==> src/sv/afvf_pkg.sv <==
// shared widths, codes and constants of the analytic flow velocity field
package afvf_pkg;

  localparam int unsigned XY_W       = 32;          // query point and velocity words
  localparam int unsigned SQ_W       = 64;          // x^2 + y^2
  localparam int unsigned ROOT_W     = 32;          // floor(sqrt) of the radius square
  localparam int unsigned SQRT_LAT   = ROOT_W;      // one root bit per stage
  localparam int unsigned DIV_Q_W    = 48;          // quotient bits of each divider
  localparam int unsigned DIV_D_W    = 32;          // divisor and remainder bits
  localparam int unsigned DIV_LAT    = DIV_Q_W;     // one quotient bit per stage
  localparam int unsigned K_W        = 30;
  localparam int unsigned RK_W       = XY_W + K_W;  // |strength| * 1/(2 pi)
  localparam int unsigned MAG_W      = 49;          // component magnitude before saturation
  localparam int unsigned LATENCY    = 6 + SQRT_LAT + DIV_LAT;

  // round(2^32 / (2 pi))
  localparam logic [K_W-1:0] INV_TWO_PI = 30'd683565276;

  localparam logic [30:0] HALF_WIDTH_RST = 31'd65536;

  typedef enum logic [2:0] {
    MODE_NONE       = 3'd0,
    MODE_CONST      = 3'd1,
    MODE_COUETTE    = 3'd2,
    MODE_POISEUILLE = 3'd3,
    MODE_VORTEX     = 3'd4
  } flow_mode_e;

  typedef enum logic [2:0] {
    REG_FLOW_MODE   = 3'd0,
    REG_PEAK_SPEED  = 3'd1,
    REG_HALF_WIDTH  = 3'd2,
    REG_VORTEX_STR  = 3'd3,
    REG_CORE_RADIUS = 3'd4
  } cfg_reg_e;

endpackage

==> src/sv/afvf_isqrt.sv <==
// pipelined integer square root, one root bit per stage
module afvf_isqrt import afvf_pkg::*; (
  input  logic              clk_i,
  input  logic [SQ_W-1:0]   rad_i,
  output logic [ROOT_W-1:0] root_o
);

  localparam int unsigned REM_W = ROOT_W + 3;

  logic [REM_W-1:0]  rem_q  [SQRT_LAT];
  logic [ROOT_W-1:0] root_q [SQRT_LAT];
  logic [SQ_W-1:0]   rad_q  [SQRT_LAT];

  for (genvar k = 0; k < SQRT_LAT; k++) begin : g_stage
    logic [REM_W-1:0]  rem_in;
    logic [ROOT_W-1:0] root_in;
    logic [SQ_W-1:0]   rad_in;
    logic [REM_W-1:0]  rem_sh;
    logic [REM_W-1:0]  trial;
    logic              ge;

    if (k == 0) begin : g_first
      assign rem_in  = '0;
      assign root_in = '0;
      assign rad_in  = rad_i;
    end else begin : g_next
      assign rem_in  = rem_q[k-1];
      assign root_in = root_q[k-1];
      assign rad_in  = rad_q[k-1];
    end

    // bring down the next two radicand bits
    assign rem_sh = {rem_in[REM_W-3:0], rad_in[SQ_W-1 -: 2]};
    assign trial  = REM_W'({root_in, 2'b01});
    assign ge     = (rem_sh >= trial);

    always_ff @(posedge clk_i) begin
      rem_q[k]  <= ge ? (rem_sh - trial) : rem_sh;
      root_q[k] <= {root_in[ROOT_W-2:0], ge};
      rad_q[k]  <= {rad_in[SQ_W-3:0], 2'b00};
    end
  end

  assign root_o = root_q[SQRT_LAT-1];

endmodule

==> config.mk <==
export PLATFORM = sky130hd
export DESIGN_NAME = afvf_isqrt
export DESIGN_NICKNAME = d
export VERILOG_FILES = /design/src/sv/afvf_pkg.sv /design/src/sv/afvf_isqrt.sv
export SDC_FILE = /design/constraint.sdc
export NUM_CORES = 2
export LEC_CHECK = 0
export BUFFER_PORTS_ARGS = -buffer_cell sky130_fd_sc_hd__buf_2
export CORE_MARGIN = 4
export CORE_UTILIZATION = 24
export CTS_CLUSTER_DIAMETER = 30
export DETAILED_ROUTE_END_ITERATION = 7
export PLACE_DENSITY = 0.38
export SLEW_MARGIN = 0
export SYNTH_ARGS = -nofsm -noshare
export SYNTH_HDL_FRONTEND = slang
export SYNTH_MEMORY_MAX_BITS = 65536
export SYNTH_SLANG_ARGS = --single-unit
export TNS_END_PERCENT = 30
==> constraint.sdc <==
create_clock -name clk_i -period 6.57 [get_ports clk_i]
set_input_delay 1.314 -clock clk_i [delete_from_list [all_inputs] [get_ports clk_i]]
set_output_delay 1.314 -clock clk_i [all_outputs]
set_load 0.02 [all_outputs]
==> metrics <==
reg2reg start root_q[1][233]$_DFF_P_; Worst Max-Slew Pin Slew 1158 ps; GRT Residual Overflow 0; die footprint 387700 sq um; yosys synthesis warning count 0; Residual DRC 0; mean post-synth cell area 10.11 sq um; Post-CTS Setup Bufs 0; Fill cells 38460; vias in the first global route ~65000; drt wl/cell between 10 and 15 um; CTS resizes 0; Die W 622.7 um; Via Count 62942; crit path max fanout between 50 and 60; row count roughly 230; hold crit path type reg -> reg; commonest non-fill, non-tap cell in the layout dfxtp_1; endpoint type of the worst setup path flip-flop; CTS tree built; ys flop type dfxtp_1; clk_lat worst skew 980 ps; area of the mapped netlist roughly 91000 sq um; reg2reg end rem_q[1][303]$_DFF_P_; initial antenna violation count 4; Peak VDD IR 255.8 uV; CP Class reg -> reg; Routed Antenna Nets 0; final setup violating endpoints 0; final slew viol count 0; Achievable Freq 229.7 MHz; CP Launch Type flip-flop; crit path capture rem_q[1][303]$_DFF_P_; RSZ-0062 raised after global routing no; most frequent cells in the layout dfxtp_1 (2494), inv_1 (725), nand2_1 (708), clkbuf_16 (590), ha_1 (561); Num CTS Buffers 580; Root Buffer clkbuf_16; syn nets roughly 9600; fin crit share 66.27%; largest net degree at the start of global routing 60; Yosys cell types 83; routed wire length 218.4 mm; final hold violations 0; Max-slew headroom 22.82%; sequential fraction of the synthesis area 55.07%; LEAKAGE 0.05425 uW; minimum period implied by the final worst setup slack 4354 ps; Clock Path Buffers 4; reg2reg path depth 12; IO Pins 97; number of detailed-route iterations in the first pass 8; Initial Utilization 24.13%; drt initial violations 3019; first-pass GRT wire length 347.3 mm; Cells after Synth around 9000; via-per-instance ratio 4.205; post-route cell area 118300 sq um; Total GRT Usage roughly 11%; Layout Nets 10124; Clock transition at path regs 50 ps; RePlAce Congestion around 0.84; Data arrival, critical path 5160 ps; FFs w/ async S/R, synth 0%; Crit. Startpoint root_q[1][233]$_DFF_P_; Power, Total 56190 uW; CTS H-tree lvls 6; Die H 622.7 um; worst endpoint required time 7380 ps; Fin Setup TNS 0 ps; R2R setup slack 2220 ps; outcome completed; Layout area overhead 30.46%; Core Area 375800 sq um; clk_skew around 60 ps; clk sink count between 2000 and 2500; layout cells sized above 1 12.54%; power per cell area 475.0 nW/um^2; Placed Instance Area between 90000 and 100000 sq um; IO Port Bufs 96; DPL Wire Length about 170 mm; Synth Register Bits 2494; Post-synth EDFFs 0; CTS hold repair buffers 0; max_cap viols 0
[worst min path at each step]
stage / startpoint / end / slack [ps] / cells after the start
after floorplan: rad_q[0][36]$_DFF_P_ / rad_q[0][100]$_DFF_P_ / 310 / 0
after global placement: rad_q[1][97]$_DFF_P_ / rad_q[1][161]$_DFF_P_ / 310 / 0
after detailed placement: rad_q[0][38]$_DFF_P_ / rad_q[0][102]$_DFF_P_ / 310 / 0
after CTS: rad_q[1][352]$_DFF_P_ / rad_q[1][416]$_DFF_P_ / 290 / 0
after global routing: rad_q[1][352]$_DFF_P_ / rad_q[1][416]$_DFF_P_ / 290 / 0
final: rad_q[1][352]$_DFF_P_ / rad_q[1][416]$_DFF_P_ / 290 / 0
[routing by layer]
metal / part of all wire [%] / vias up / global-route usage (%)
li1: - / 31903 / -
met1: 44 / 29244 / 13.12
met2: 48 / 1269 / 18.78
met3: 5.2 / 526 / 2.631
met4: 3.6 / 0 / 4.670
met5: 0 / - / 0
[power by group]
group	switching, uW	internal [uW]	leakage [uW]
Clock	9020	21100	0.0103
Sequential	1950	17700	0.0209
Combinational	3600	2810	0.0231
[worst max-delay path: stages (launching register included)]
cell and delay (ps):
dfxtp_1 320, inv_1 50, ha_1 350, a21o_1 200, a21o_1 170, a21o_1 170
a211o_1 310, a221oi_1 660, o21ai_1 230, a211o_1 400, nor2_4 870, inv_1 170
mux2_2 330
[stage by stage]
step	instances	setup WS (ps)	util, %	hold slack (ps)
finish	14969	2216	31.47	291.0
global route	14969	1859	31.47	289.4
CTS	14968	2186	31.47	285.1
detailed placement	13910	2234	25.82	312.1
global placement	13910	2244	25.82	309.6
floorplan	8968	3082	-	309.6
[area by class of cell]
class | count | area (sq um) | area share (%)
Antenna cell | 1 | 2.502 | 0.002116
Clock buffer | 756 | 16330 | 13.80
Clock inverter | 302 | 4913 | 4.154
Inverter | 726 | 2725 | 2.304
Multi-Input combinational cell | 5574 | 37470 | 31.67
Sequential cell | 2494 | 49930 | 42.21
Tap cell | 4994 | 6248 | 5.282
Timing Repair Buffer | 122 | 675.6 | 0.5712
[Yosys cell counts (20+ instances only)]
cell type,number,area (sq um)
a211oi_1,37,277.8
a21o_1,245,1839
a21oi_1,470,2352
a31oi_1,59,369.1
and2_1,30,187.7
and3_1,49,306.5
clkbuf_1,155,581.8
dfxtp_1,2494,49930
ha_1,561,7019
inv_1,725,2721
mux2_2,55,619.3
nand2_1,708,2658
nand2b_1,121,757.0
nand3_1,138,690.7
nand4_1,87,544.3
nor2_1,513,1926
nor2b_1,87,544.3
nor3_1,212,1061
nor3b_1,20,150.1
nor4_1,109,681.9
o21a_1,94,705.7
o21ai_0,558,2793
o21bai_1,42,315.3
o31ai_1,68,510.5
or2_2,48,300.3
or3_1,94,588.1
or4_1,60,450.4
xnor2_1,399,3495
xor2_1,393,3442
[sequential cells by signal, indices dropped and copies added, names as in the netlist]
| signal | count |
|---|---|
| rad_q | 992 |
| rem_q | 974 |
| root_q | 528 |
[cell families (layout without fill, tap and decap cells)]
kind of cell,Yosys count,count (layout),share of synthesized area (%)
muxes,69,69,0.8404
AOI/OAI and AO/OA,1804,1804,12.30
buffers and inverters,900,1906,3.741
adders and majority gates,561,561,7.741
DFF,2494,2494,55.07
and+or+nand+nor,2347,2347,12.66
other,1,2,0.004136
xor gates and xnor gates,792,792,7.650
Power figures use the tool's default switching activity.
